## config.mk

```make
export PLATFORM = sky130hd
export DESIGN_NAME = wall_distance_position_snap
export DESIGN_NICKNAME = d
export VERILOG_FILES = /design/src/hw/rtl/wdps_pkg.sv /design/src/hw/rtl/wall_distance_position_snap.sv
export SDC_FILE = /design/constraint.sdc
export NUM_CORES = 2
export LEC_CHECK = 0
export BUFFER_PORTS_ARGS = -buffer_cell sky130_fd_sc_hd__buf_2
export CORE_ASPECT_RATIO = 0.75
export CORE_UTILIZATION = 60
export DETAILED_ROUTE_END_ITERATION = 10
export HOLD_SLACK_MARGIN = 0.1
export PLACE_DENSITY = 0.74
export SKIP_CTS_REPAIR_TIMING = 1
export SLEW_MARGIN = 15
export SYNTH_ARGS = -nofsm -noshare
export SYNTH_HDL_FRONTEND = slang
export SYNTH_SLANG_ARGS = --single-unit
```

## constraint.sdc

```tcl
create_clock -name clock -period 16.4 [get_ports clock]
set_clock_uncertainty 0.1 [all_clocks]
set_input_delay 1.64 -clock clock [delete_from_list [all_inputs] [get_ports clock]]
set_output_delay 1.64 -clock clock [all_outputs]
set_load 0.005 [all_outputs]
```

## src/hw/rtl/wdps_pkg.sv

```systemverilog
// Shared constants for the wall distance position snap block.
package wdps_pkg;

   // Result status codes, in order of precedence.
   localparam logic [2:0] STATUS_ACCEPTED   = 3'd0;
   localparam logic [2:0] STATUS_LOW_CONF   = 3'd1;
   localparam logic [2:0] STATUS_DISTANCE   = 3'd2;
   localparam logic [2:0] STATUS_MISALIGNED = 3'd3;
   localparam logic [2:0] STATUS_OUTSIDE    = 3'd4;

   // Configuration register indexes.
   localparam logic [2:0] CSR_MIN_CONFIDENCE  = 3'd0;
   localparam logic [2:0] CSR_MIN_DISTANCE    = 3'd1;
   localparam logic [2:0] CSR_MAX_DISTANCE    = 3'd2;
   localparam logic [2:0] CSR_ALIGN_TOLERANCE = 3'd3;
   localparam logic [2:0] CSR_WALL_FACE       = 3'd4;
   localparam logic [2:0] CSR_SANITY_MARGIN   = 3'd5;

   localparam int CSR_INDEX_WIDTH = 3;
   localparam int CSR_DATA_WIDTH  = 15;

   // Register values after reset.
   localparam logic [5:0]  RESET_MIN_CONFIDENCE  = 6'd30;
   localparam logic [14:0] RESET_MIN_DISTANCE    = 15'd200;
   localparam logic [14:0] RESET_MAX_DISTANCE    = 15'd3600;
   localparam logic [10:0] RESET_ALIGN_TOLERANCE = 11'd700;
   localparam logic [14:0] RESET_WALL_FACE       = 15'd7025;
   localparam logic [9:0]  RESET_SANITY_MARGIN   = 10'd300;

   // Millimetres to hundredths of an inch: (mm * 500 + 63) / 127.
   localparam logic [22:0] MM_SCALE      = 23'd500;
   localparam logic [22:0] MM_ROUND      = 23'd63;
   localparam logic [22:0] MM_DIVISOR    = 23'd127;
   localparam logic [23:0] RECIP_127     = 24'd8454660;   // floor(2^30 / 127)
   localparam int          RECIP_127_SHIFT = 30;

   // One turn and the bias that makes any heading sum positive.
   localparam logic [22:0] TURN          = 23'd36000;
   localparam logic [23:0] BEAM_BIAS     = 24'd2124000;   // 59 turns
   localparam logic [22:0] RECIP_TURN    = 23'd7635497;   // floor(2^38 / 36000)
   localparam int          RECIP_TURN_SHIFT = 38;

   // Quarter turns and the half-way points between cardinals.
   localparam logic [15:0] QUARTER_1 = 16'd9000;
   localparam logic [15:0] QUARTER_2 = 16'd18000;
   localparam logic [15:0] QUARTER_3 = 16'd27000;
   localparam logic [15:0] QUARTER_4 = 16'd36000;
   localparam logic [15:0] SNAP_1    = 16'd4500;
   localparam logic [15:0] SNAP_2    = 16'd13500;
   localparam logic [15:0] SNAP_3    = 16'd22500;
   localparam logic [15:0] SNAP_4    = 16'd31500;

   // Cosine as 1 - e^2/2 in Q1.16.
   localparam logic [22:0] COS_COEF  = 23'd4287109;
   localparam logic [47:0] COS_ROUND = 48'h0000_8000_0000;
   localparam logic [16:0] COS_ONE   = 17'd65536;
   localparam logic [34:0] PERP_ROUND = 35'd32768;

   localparam logic signed [17:0] POS_MAX = 18'sd32767;
   localparam logic signed [17:0] POS_MIN = -18'sd32768;

endpackage

```

## src/hw/rtl/wall_distance_position_snap.sv

```systemverilog
// Wall distance position snap: an eight-stage pipeline from sensor beat to position beat.
//
//   channel   ports                      handshake
//   request   start, busy, req_*         beat taken when start is high and busy is low
//   response  rsp_valid, rsp_*           one-cycle strobe, the receiver cannot hold it off
//   config    csr_we, csr_index, csr_wdata   write when csr_we is high, no wait
//
// A request beat is taken in every cycle in which start is high; busy is never raised, as
// nothing downstream can push back. Each beat passes through the eight register stages
// of the pipeline to the response ports, and one beat leaves per cycle. Reset clears
// the valid bits of every stage and loads the configuration registers with their
// defaults; payload registers are not reset.
//
// Pipeline stages:
//   1  scale millimetres, bias heading plus mount angle, confidence check
//   2  reciprocal multiplies for the two constant divisions (by 127 and by one turn)
//   3  quotient correction: reading in hundredths of an inch, beam folded into one turn
//   4  distance window check, snap to a cardinal, absolute error and alignment check
//   5  square of the error, reading plus sensor offset
//   6  cosine in Q1.16
//   7  perpendicular distance
//   8  coordinate, field check, saturation and status
module wall_distance_position_snap
   import wdps_pkg::*;
(
   input  logic                       clock,
   input  logic                       reset,
   input  logic                       start,
   output logic                       busy,
   input  logic [5:0]                 req_confidence,
   input  logic [13:0]                req_distance_mm,
   input  logic signed [21:0]         req_heading,
   input  logic [15:0]                req_mount_angle,
   input  logic [10:0]                req_sensor_offset,
   output logic                       rsp_valid,
   output logic [2:0]                 rsp_status,
   output logic                       rsp_axis_is_x,
   output logic signed [15:0]         rsp_position,
   input  logic                       csr_we,
   input  logic [CSR_INDEX_WIDTH-1:0] csr_index,
   input  logic [CSR_DATA_WIDTH-1:0]  csr_wdata
);

   // ---------------------------------------------------------------------------------
   // Configuration registers. The user must let writes arrive only while no beat is
   // in flight, which the block does not enforce; every stage may read them directly.
   // ---------------------------------------------------------------------------------
   logic [5:0]  min_conf_ff;
   logic [14:0] min_dist_ff;
   logic [14:0] max_dist_ff;
   logic [10:0] align_tol_ff;
   logic [14:0] wall_face_ff;
   logic [9:0]  margin_ff;

   always_ff @(posedge clock) begin
      if (reset) begin
         min_conf_ff   <= RESET_MIN_CONFIDENCE;
         min_dist_ff   <= RESET_MIN_DISTANCE;
         max_dist_ff   <= RESET_MAX_DISTANCE;
         align_tol_ff  <= RESET_ALIGN_TOLERANCE;
         wall_face_ff  <= RESET_WALL_FACE;
         margin_ff     <= RESET_SANITY_MARGIN;
      end else if (csr_we) begin
         case (csr_index)
            CSR_MIN_CONFIDENCE:  min_conf_ff   <= csr_wdata[5:0];
            CSR_MIN_DISTANCE:    min_dist_ff   <= csr_wdata[14:0];
            CSR_MAX_DISTANCE:    max_dist_ff   <= csr_wdata[14:0];
            CSR_ALIGN_TOLERANCE: align_tol_ff  <= csr_wdata[10:0];
            CSR_WALL_FACE:       wall_face_ff  <= csr_wdata[14:0];
            CSR_SANITY_MARGIN:   margin_ff     <= csr_wdata[9:0];
            default: begin
               // Indexes beyond the register list are ignored.
            end
         endcase
      end
   end

   // The pipeline never stalls, so a beat is taken whenever start is high.
   assign busy = 1'b0;

   // ---------------------------------------------------------------------------------
   // Valid bits, one per stage.
   // ---------------------------------------------------------------------------------
   logic [7:0] valid_ff;
   logic [7:0] valid_in;

   assign valid_in = {valid_ff[6:0], start & ~busy};

   always_ff @(posedge clock) begin
      if (reset) begin
         valid_ff <= '0;
      end else begin
         valid_ff <= valid_in;
      end
   end

   // ---------------------------------------------------------------------------------
   // Stage 1. The rounded conversion (mm * 1000 + 127) / 254 is rewritten as
   // (mm * 500 + 63) / 127, which gives the same floor. The beam sum is biased by a
   // whole number of turns so that the fold below works on a positive value.
   // ---------------------------------------------------------------------------------
   logic        s1_low_conf_ff, s1_low_conf_in;
   logic [22:0] s1_m_ff, s1_m_in;
   logic [22:0] s1_spos_ff, s1_spos_in;
   logic [10:0] s1_offs_ff;
   logic signed [23:0] s1_sum;

   always_comb begin
      s1_low_conf_in = req_confidence < min_conf_ff;
      s1_m_in        = 23'(req_distance_mm) * MM_SCALE + MM_ROUND;
      s1_sum         = {{2{req_heading[21]}}, req_heading} + $signed({8'b0, req_mount_angle})
                       + $signed(BEAM_BIAS);
      s1_spos_in     = s1_sum[22:0];
   end

   always_ff @(posedge clock) begin
      s1_low_conf_ff <= s1_low_conf_in;
      s1_m_ff        <= s1_m_in;
      s1_spos_ff     <= s1_spos_in;
      s1_offs_ff     <= req_sensor_offset;
   end

   // ---------------------------------------------------------------------------------
   // Stage 2. Both constant divisions use a truncated reciprocal, so each quotient is
   // either exact or one short; stage 3 corrects it.
   // ---------------------------------------------------------------------------------
   logic        s2_low_conf_ff;
   logic [22:0] s2_m_ff;
   logic [22:0] s2_spos_ff;
   logic [10:0] s2_offs_ff;
   logic [15:0] s2_q0_ff, s2_q0_in;
   logic [6:0]  s2_q1_ff, s2_q1_in;
   logic [46:0] s2_dist_prod;
   logic [45:0] s2_turn_prod;

   always_comb begin
      s2_dist_prod = 47'(s1_m_ff) * 47'(RECIP_127);
      s2_turn_prod = 46'(s1_spos_ff) * 46'(RECIP_TURN);
      s2_q0_in     = s2_dist_prod[RECIP_127_SHIFT+15:RECIP_127_SHIFT];
      s2_q1_in     = s2_turn_prod[RECIP_TURN_SHIFT+6:RECIP_TURN_SHIFT];
   end

   always_ff @(posedge clock) begin
      s2_low_conf_ff <= s1_low_conf_ff;
      s2_m_ff        <= s1_m_ff;
      s2_spos_ff     <= s1_spos_ff;
      s2_offs_ff     <= s1_offs_ff;
      s2_q0_ff       <= s2_q0_in;
      s2_q1_ff       <= s2_q1_in;
   end

   // ---------------------------------------------------------------------------------
   // Stage 3. One compare and step per quotient gives the reading and the beam angle
   // in the range 0 to one turn.
   // ---------------------------------------------------------------------------------
   logic        s3_low_conf_ff;
   logic [10:0] s3_offs_ff;
   logic [15:0] s3_reading_ff, s3_reading_in;
   logic [15:0] s3_beam_ff, s3_beam_in;
   logic [22:0] s3_dist_rem;
   logic [22:0] s3_turn_rem;

   always_comb begin
      s3_dist_rem = s2_m_ff - 23'(s2_q0_ff) * MM_DIVISOR;
      s3_turn_rem = s2_spos_ff - 23'(s2_q1_ff) * TURN;
      s3_reading_in = (s3_dist_rem >= MM_DIVISOR) ? s2_q0_ff + 16'd1 : s2_q0_ff;
      s3_beam_in = (s3_turn_rem >= TURN) ? 16'(s3_turn_rem - TURN) : s3_turn_rem[15:0];
   end

   always_ff @(posedge clock) begin
      s3_low_conf_ff <= s2_low_conf_ff;
      s3_offs_ff     <= s2_offs_ff;
      s3_reading_ff  <= s3_reading_in;
      s3_beam_ff     <= s3_beam_in;
   end

   // ---------------------------------------------------------------------------------
   // Stage 4. The beam snaps to the nearest quarter turn; an angle exactly half-way
   // goes to the higher cardinal. A full turn counts as straight ahead again.
   // ---------------------------------------------------------------------------------
   logic        s4_low_conf_ff;
   logic        s4_dist_bad_ff, s4_dist_bad_in;
   logic        s4_misaligned_ff, s4_misaligned_in;
   logic [15:0] s4_reading_ff;
   logic [10:0] s4_offs_ff;
   logic [12:0] s4_aerr_ff, s4_aerr_in;
   logic [1:0]  s4_card_ff, s4_card_in;
   logic [15:0] s4_base;
   logic signed [16:0] s4_err;

   always_comb begin
      s4_dist_bad_in = (s3_reading_ff < {1'b0, min_dist_ff})
                       || (s3_reading_ff > {1'b0, max_dist_ff});
      if (s3_beam_ff >= SNAP_4) begin
         s4_base    = QUARTER_4;
         s4_card_in = 2'd0;
      end else if (s3_beam_ff >= SNAP_3) begin
         s4_base    = QUARTER_3;
         s4_card_in = 2'd3;
      end else if (s3_beam_ff >= SNAP_2) begin
         s4_base    = QUARTER_2;
         s4_card_in = 2'd2;
      end else if (s3_beam_ff >= SNAP_1) begin
         s4_base    = QUARTER_1;
         s4_card_in = 2'd1;
      end else begin
         s4_base    = '0;
         s4_card_in = 2'd0;
      end
      s4_err           = $signed({1'b0, s3_beam_ff}) - $signed({1'b0, s4_base});
      s4_aerr_in       = s4_err[16] ? 13'(-s4_err) : s4_err[12:0];
      s4_misaligned_in = s4_aerr_in > {2'b0, align_tol_ff};
   end

   always_ff @(posedge clock) begin
      s4_low_conf_ff   <= s3_low_conf_ff;
      s4_dist_bad_ff   <= s4_dist_bad_in;
      s4_misaligned_ff <= s4_misaligned_in;
      s4_reading_ff    <= s3_reading_ff;
      s4_offs_ff       <= s3_offs_ff;
      s4_aerr_ff       <= s4_aerr_in;
      s4_card_ff       <= s4_card_in;
   end

   // ---------------------------------------------------------------------------------
   // Stage 5. Square of the error and the length from the robot centre to the wall.
   // ---------------------------------------------------------------------------------
   logic [2:0]  s5_flags_ff;
   logic [1:0]  s5_card_ff;
   logic [24:0] s5_sq_ff, s5_sq_in;
   logic [16:0] s5_span_ff, s5_span_in;

   always_comb begin
      s5_sq_in   = 25'(26'(s4_aerr_ff) * 26'(s4_aerr_ff));
      s5_span_in = 17'(s4_reading_ff) + 17'(s4_offs_ff);
   end

   always_ff @(posedge clock) begin
      s5_flags_ff <= {s4_low_conf_ff, s4_dist_bad_ff, s4_misaligned_ff};
      s5_card_ff  <= s4_card_ff;
      s5_sq_ff    <= s5_sq_in;
      s5_span_ff  <= s5_span_in;
   end

   // ---------------------------------------------------------------------------------
   // Stage 6. Cosine of the error as one minus half its square in radians.
   // ---------------------------------------------------------------------------------
   logic [2:0]  s6_flags_ff;
   logic [1:0]  s6_card_ff;
   logic [16:0] s6_span_ff;
   logic [16:0] s6_cos_ff, s6_cos_in;
   logic [47:0] s6_cos_prod;

   always_comb begin
      s6_cos_prod = 48'(s5_sq_ff) * 48'(COS_COEF) + COS_ROUND;
      s6_cos_in   = COS_ONE - {1'b0, s6_cos_prod[47:32]};
   end

   always_ff @(posedge clock) begin
      s6_flags_ff <= s5_flags_ff;
      s6_card_ff  <= s5_card_ff;
      s6_span_ff  <= s5_span_ff;
      s6_cos_ff   <= s6_cos_in;
   end

   // ---------------------------------------------------------------------------------
   // Stage 7. Perpendicular distance; it never exceeds the span since the cosine is
   // at most one.
   // ---------------------------------------------------------------------------------
   logic [2:0]  s7_flags_ff;
   logic [1:0]  s7_card_ff;
   logic [16:0] s7_perp_ff, s7_perp_in;
   logic [34:0] s7_perp_prod;

   always_comb begin
      s7_perp_prod = 35'(s6_span_ff) * 35'(s6_cos_ff) + PERP_ROUND;
      s7_perp_in   = s7_perp_prod[32:16];
   end

   always_ff @(posedge clock) begin
      s7_flags_ff <= s6_flags_ff;
      s7_card_ff  <= s6_card_ff;
      s7_perp_ff  <= s7_perp_in;
   end

   // ---------------------------------------------------------------------------------
   // Stage 8. Coordinate on the facing axis. Walls at +Y and +X give wall_face minus
   // the distance, those at -Y and -X the distance minus wall_face. Any rejection
   // clears the axis flag and the position; checks keep their order of precedence.
   // ---------------------------------------------------------------------------------
   logic signed [17:0] s8_value;
   logic [17:0]        s8_mag;
   logic [16:0]        s8_limit;
   logic               s8_outside;
   logic signed [17:0] s8_sat;
   logic [2:0]         rsp_status_in;
   logic               rsp_axis_is_x_in;
   logic signed [15:0] rsp_position_in;
   logic [2:0]         rsp_status_ff;
   logic               rsp_axis_is_x_ff;
   logic signed [15:0] rsp_position_ff;

   always_comb begin
      if (s7_card_ff < 2'd2) begin
         s8_value = $signed({3'b0, wall_face_ff}) - $signed({1'b0, s7_perp_ff});
      end else begin
         s8_value = $signed({1'b0, s7_perp_ff}) - $signed({3'b0, wall_face_ff});
      end
      s8_mag     = s8_value[17] ? 18'(-s8_value) : 18'(s8_value);
      s8_limit   = 17'(wall_face_ff) + 17'(margin_ff);
      s8_outside = s8_mag > {1'b0, s8_limit};
      if (s8_value > POS_MAX) begin
         s8_sat = POS_MAX;
      end else if (s8_value < POS_MIN) begin
         s8_sat = POS_MIN;
      end else begin
         s8_sat = s8_value;
      end

      rsp_axis_is_x_in = 1'b0;
      rsp_position_in  = '0;
      if (s7_flags_ff[2]) begin
         rsp_status_in = STATUS_LOW_CONF;
      end else if (s7_flags_ff[1]) begin
         rsp_status_in = STATUS_DISTANCE;
      end else if (s7_flags_ff[0]) begin
         rsp_status_in = STATUS_MISALIGNED;
      end else if (s8_outside) begin
         rsp_status_in = STATUS_OUTSIDE;
      end else begin
         rsp_status_in    = STATUS_ACCEPTED;
         rsp_axis_is_x_in = s7_card_ff[0];
         rsp_position_in  = s8_sat[15:0];
      end
   end

   always_ff @(posedge clock) begin
      rsp_status_ff    <= rsp_status_in;
      rsp_axis_is_x_ff <= rsp_axis_is_x_in;
      rsp_position_ff  <= rsp_position_in;
   end

   assign rsp_valid     = valid_ff[7];
   assign rsp_status    = rsp_status_ff;
   assign rsp_axis_is_x = rsp_axis_is_x_ff;
   assign rsp_position  = rsp_position_ff;

endmodule

```

==> insert_results.sql <==
INSERT INTO impl_metrics (metric_group, metric, value, unit) VALUES
('floorplanning', 'dieArea', '91850', 'sq um'),
('run', 'max_cap_violations', '0', ''),
('cts', 'tritoncts_num_sinks', '431', ''),
('worst_setup_path', 'critical_path.reg2reg.startpoint', 's5_sq_ff[12]$_DFF_P_', ''),
('floorplanning', 'fp.dieW', '349.6', 'um'),
('worst_setup_path', 'critical_path_peak_fanout', '6', ''),
('routing', 'met3RoutedLength', '9.003', 'mm'),
('routing', 'detail_route.wl_per_cell', '17.36', 'um'),
('timing', 'rsz0062_at_grt', 'false', ''),
('floorplanning', 'core', '89620', 'sq um'),
('cells_and_area', 'n_fill_cell', '7447', ''),
('routing', 'totalWireLength', '121.8', 'mm'),
('routing', 'first_pass_iters', '6', ''),
('routing', 'route.layer.met1.wl', '57.67', 'mm'),
('cells_and_area', 'antenna_cells', '0', ''),
('cts', 'cts_made_buffers', '45', ''),
('logic_synthesis', 'synth_simple_gate_area_frac', '0.1103', ''),
('timing', 'max_slew_violation_count', '0', ''),
('timing', 'fin_crit_sh', '0.4742', ''),
('worst_setup_path', 'critical_path_required', '16.78', 'ns'),
('global_route', 'globalRoute.totalOverflow', '0', ''),
('cts', 'clk_pin_slew_worst_paths', '0.08', 'ns'),
('timing', 'max_freq', '128.6', 'MHz'),
('floorplanning', 'site_rows', '95', ''),
('logic_synthesis', 'post_synth_inst_count', '5698', ''),
('global_route', 'pin_count_of_the_biggest_net_entering_global_routing', '81', ''),
('timing', 'slew-limit-headroom', '0.2789', ''),
('floorplanning', 'io-pin-count', '113', ''),
('worst_setup_path', 'endpoint_type_of_the_worst_setup_path', 'flop', ''),
('min_path', 'worst_hold_path_type', 'flop to flop', ''),
('worst_setup_path', 'timing.setup.critical_path_class', 'flop to flop', ''),
('routing', 'sum_of_met2_wire_segment_lengths_after_detailed_routing', '52.07', 'mm'),
('logic_synthesis', 'post_synth_instance_area', '54380', 'sq um'),
('logic_synthesis', 'compound_gate_portion_of_the_synthesized_area', '0.09079', ''),
('cts', 'cts_tree', 'done', ''),
('cells_and_area', 'final_layout_size_suffix_gt1_frac', '0.04343', ''),
('logic_synthesis', 'yosys_warnings', '0', ''),
('worst_setup_path', 'worstSetupStartpoint', 's5_sq_ff[12]$_DFF_P_', ''),
('timing', 'final-hold-violation-count', '0', ''),
('logic_synthesis', 'synth.ff_latch_count', '431', ''),
('placed_design', 'routability_congestion', '0.9597', ''),
('routing', 'dr.first_iter.drc_count', '2163', ''),
('global_route', 'grt_pass1_wl', '199.5', 'mm'),
('run_status', 'status', 'complete, no violations', ''),
('cts', 'clock_latency_at_the_later_pin_of_the_worst_skew_pair', '0.62', 'ns'),
('routing', 'route.top_layer_used', 'met4', ''),
('cells_and_area', 'synthToLayoutAreaGrowth', '6.258', '%'),
('logic_synthesis', 'dominant_combinational_cell_family_by_area_after_synthesis', 'adder cells', ''),
('timing', 'setup_viol', '0', ''),
('worst_setup_path', 'crit-reg2reg-capture', 's6_cos_ff[13]$_DFF_P_', ''),
('worst_setup_path', 'worstSetupStartpointType', 'flop', ''),
('timing', 'tightestPinTransition', '1.082', 'ns'),
('cts', 'clockBufferDepth', '3', ''),
('placed_design', 'detailed_placer_s_ending_hpwl', '101.5', 'mm'),
('routing', 'antenna_viol_nets_final', '0', ''),
('logic_synthesis', 'yosysUniqueCellTypes', '91', ''),
('floorplanning', 'die_h', '262.7', 'um'),
('cts', 'clk_root_buffer_cell', 'clkbuf_16', ''),
('timing', 'fin_setup_tns', '0', 'ns'),
('global_route', 'via_count_of_the_first_global_routing_pass', '39010', ''),
('cts', 'cts.htree.levels', '2', ''),
('global_route', 'number_of_antenna_violations_at_the_first_check_in_global_routing', '0', ''),
('worst_setup_path', 'worstPathArrival', '8.16', 'ns'),
('logic_synthesis', 'synth.area.mux_share', '0.004050', ''),
('logic_synthesis', 'postSynth.topFlopCell', 'dfxtp_1', ''),
('floorplanning', 'initial_utilization', '0.6068', ''),
('logic_synthesis', 'seq_area_frac_synth', '0.1587', ''),
('logic_synthesis', 'synth_enable_flop_cells', '0', ''),
('logic_synthesis', 'yosys.area_share.xor_xnor', '0.04342', ''),
('min_path', 'worst_hold_startpoint', 's2_offs_ff[1]$_DFF_P_', ''),
('worst_setup_path', 'regToRegSetupSlack', '8.62', 'ns');
[cells by family (layout without fill, tap and decap cells)]
family | Yosys count | in the layout
DFF | 431 | 431
xor gates and xnor gates | 268 | 268
other | 2 | 8
and+or+nand+nor | 1221 | 1221
muxes | 21 | 21
adders and majority gates | 1759 | 1759
AOI/OAI and AO/OA | 749 | 749
buffers and inverters | 1247 | 1346
[per-stage QoR]
stage                     instance area (sq um)  utilization  worst slack [ns]  std cells  hold WS (ns)
after detailed placement                  56110       0.6261             8.718       6932        0.2121
final                                     57780       0.6447             8.623       7015        0.2069
after CTS                                 57780       0.6447             8.668       7015        0.2193
after global placement                    56110       0.6261             8.787       6932        0.2109
after floorplan                           54400            -             9.386       5704        0.2096
after global routing                      57780       0.6447             8.222       7015        0.2203
[flip-flops by register name, indices dropped and copies added (netlist names), 16 cells and up]
register / flops
s5_sq_ff: 24
s2_m_ff: 21
s7_perp_ff: 17
s5_span_ff: 17
s3_beam_ff: 16
s4_reading_ff: 16
s2_spos_ff: 23
s1_spos_ff: 23
s2_q0_ff: 16
s1_m_ff: 21
s6_cos_ff: 17
rsp_position: 16
s3_reading_ff: 16
s6_span_ff: 17
[routing by layer]
metal | vias to the layer above | global-route usage
li1 | 18600 | -
met1 | 18600 | 0.3970
met2 | 1095 | 0.4149
met3 | 137 | 0.05047
met4 | 0 | 0.06591
met5 | - | 0
[cells in the mapped netlist, drive strengths merged (23+ instances only)]
master,instances,area [sq um]
o21a,26,195.2
xor2,90,788.3
nor4,23,143.9
dfxtp,431,8628
a21o,89,669.4
or3,26,162.7
nor2b,52,325.3
nand4,33,206.5
and2,181,1132
a211o,28,247.7
nor2,187,701.9
ha,1031,12900
xnor2,177,1550
inv,1133,4253
clkbuf,101,389.1
nand3,61,305.3
a31oi,24,150.1
fa,728,14570
a211oi,23,172.7
nand2b,33,206.5
and3,32,200.2
nor3,69,350.3
nand2,447,1678
a21oi,242,1211
o21ai,122,618.1
o21bai,24,180.2
nand3b,24,180.2
[layout by cell type, fill, tap and decap left out, types with 24 or more instances in the layout]
cell type  count
dfxtp_1      431
o21a_1        26
inv_1       1133
a211o_1       26
buf_2        111
ha_1        1031
nor2_1       187
and2_1       181
o21ai_0      116
fa_1         728
xnor2_1      177
nand4_1       33
o21bai_1      24
a31oi_1       24
a21o_1        88
nor2b_1       52
nand2_1      447
xor2_1        90
nand3_1       61
and3_1        32
nand3b_1      24
clkbuf_16     46
a21oi_1      242
nand2b_1      33
or3_1         26
nor3_1        68
[worst min path at each step]
stage                                   endpoint  slack [ns]  depth (start not counted)
after CTS                  s3_offs_ff[1]$_DFF_P_        0.22                          0
after floorplan           s2_low_conf_ff$_DFF_P_        0.21                          0
after global placement     s6_card_ff[0]$_DFF_P_        0.21                          0
after global routing       s3_offs_ff[1]$_DFF_P_        0.22                          0
final                      s3_offs_ff[1]$_DFF_P_        0.21                          0
after detailed placement   s4_offs_ff[5]$_DFF_P_        0.21                          0
[worst max-delay path, cell delays in order (launching register included)]
cell	delay, ns
dfxtp_1	0.40
ha_1	0.37
inv_1	0.07
fa_1	0.50
inv_1	0.05
fa_1	0.50
inv_1	0.05
fa_1	0.48
inv_1	0.06
fa_1	0.50
fa_1	0.55
inv_1	0.05
fa_1	0.53
inv_1	0.04
ha_1	0.33
a21oi_1	0.11
o211a_1	0.25
or4_1	0.56
a21oi_1	0.20
a221oi_2	0.11
o31a_1	0.21
nor4_1	0.55
nand4_1	0.32
or2_1	0.33
a221o_1	0.33
xnor2_1	0.12
[final cells by class]
class | count | area, sq um | area share
Clock buffer | 57 | 1242 | 0.02150
Clock inverter | 26 | 429.2 | 0.007427
Inverter | 1134 | 4257 | 0.07367
Multi-Input combinational cell | 4026 | 41020 | 0.7099
Sequential cell | 431 | 8628 | 0.1493
Tap cell | 1212 | 1516 | 0.02624
Timing Repair Buffer | 129 | 690.7 | 0.01195
Power is left out: the tool's default activity adds up to more than one toggle a clock period on the data nets, which glitch-free logic cannot reach.
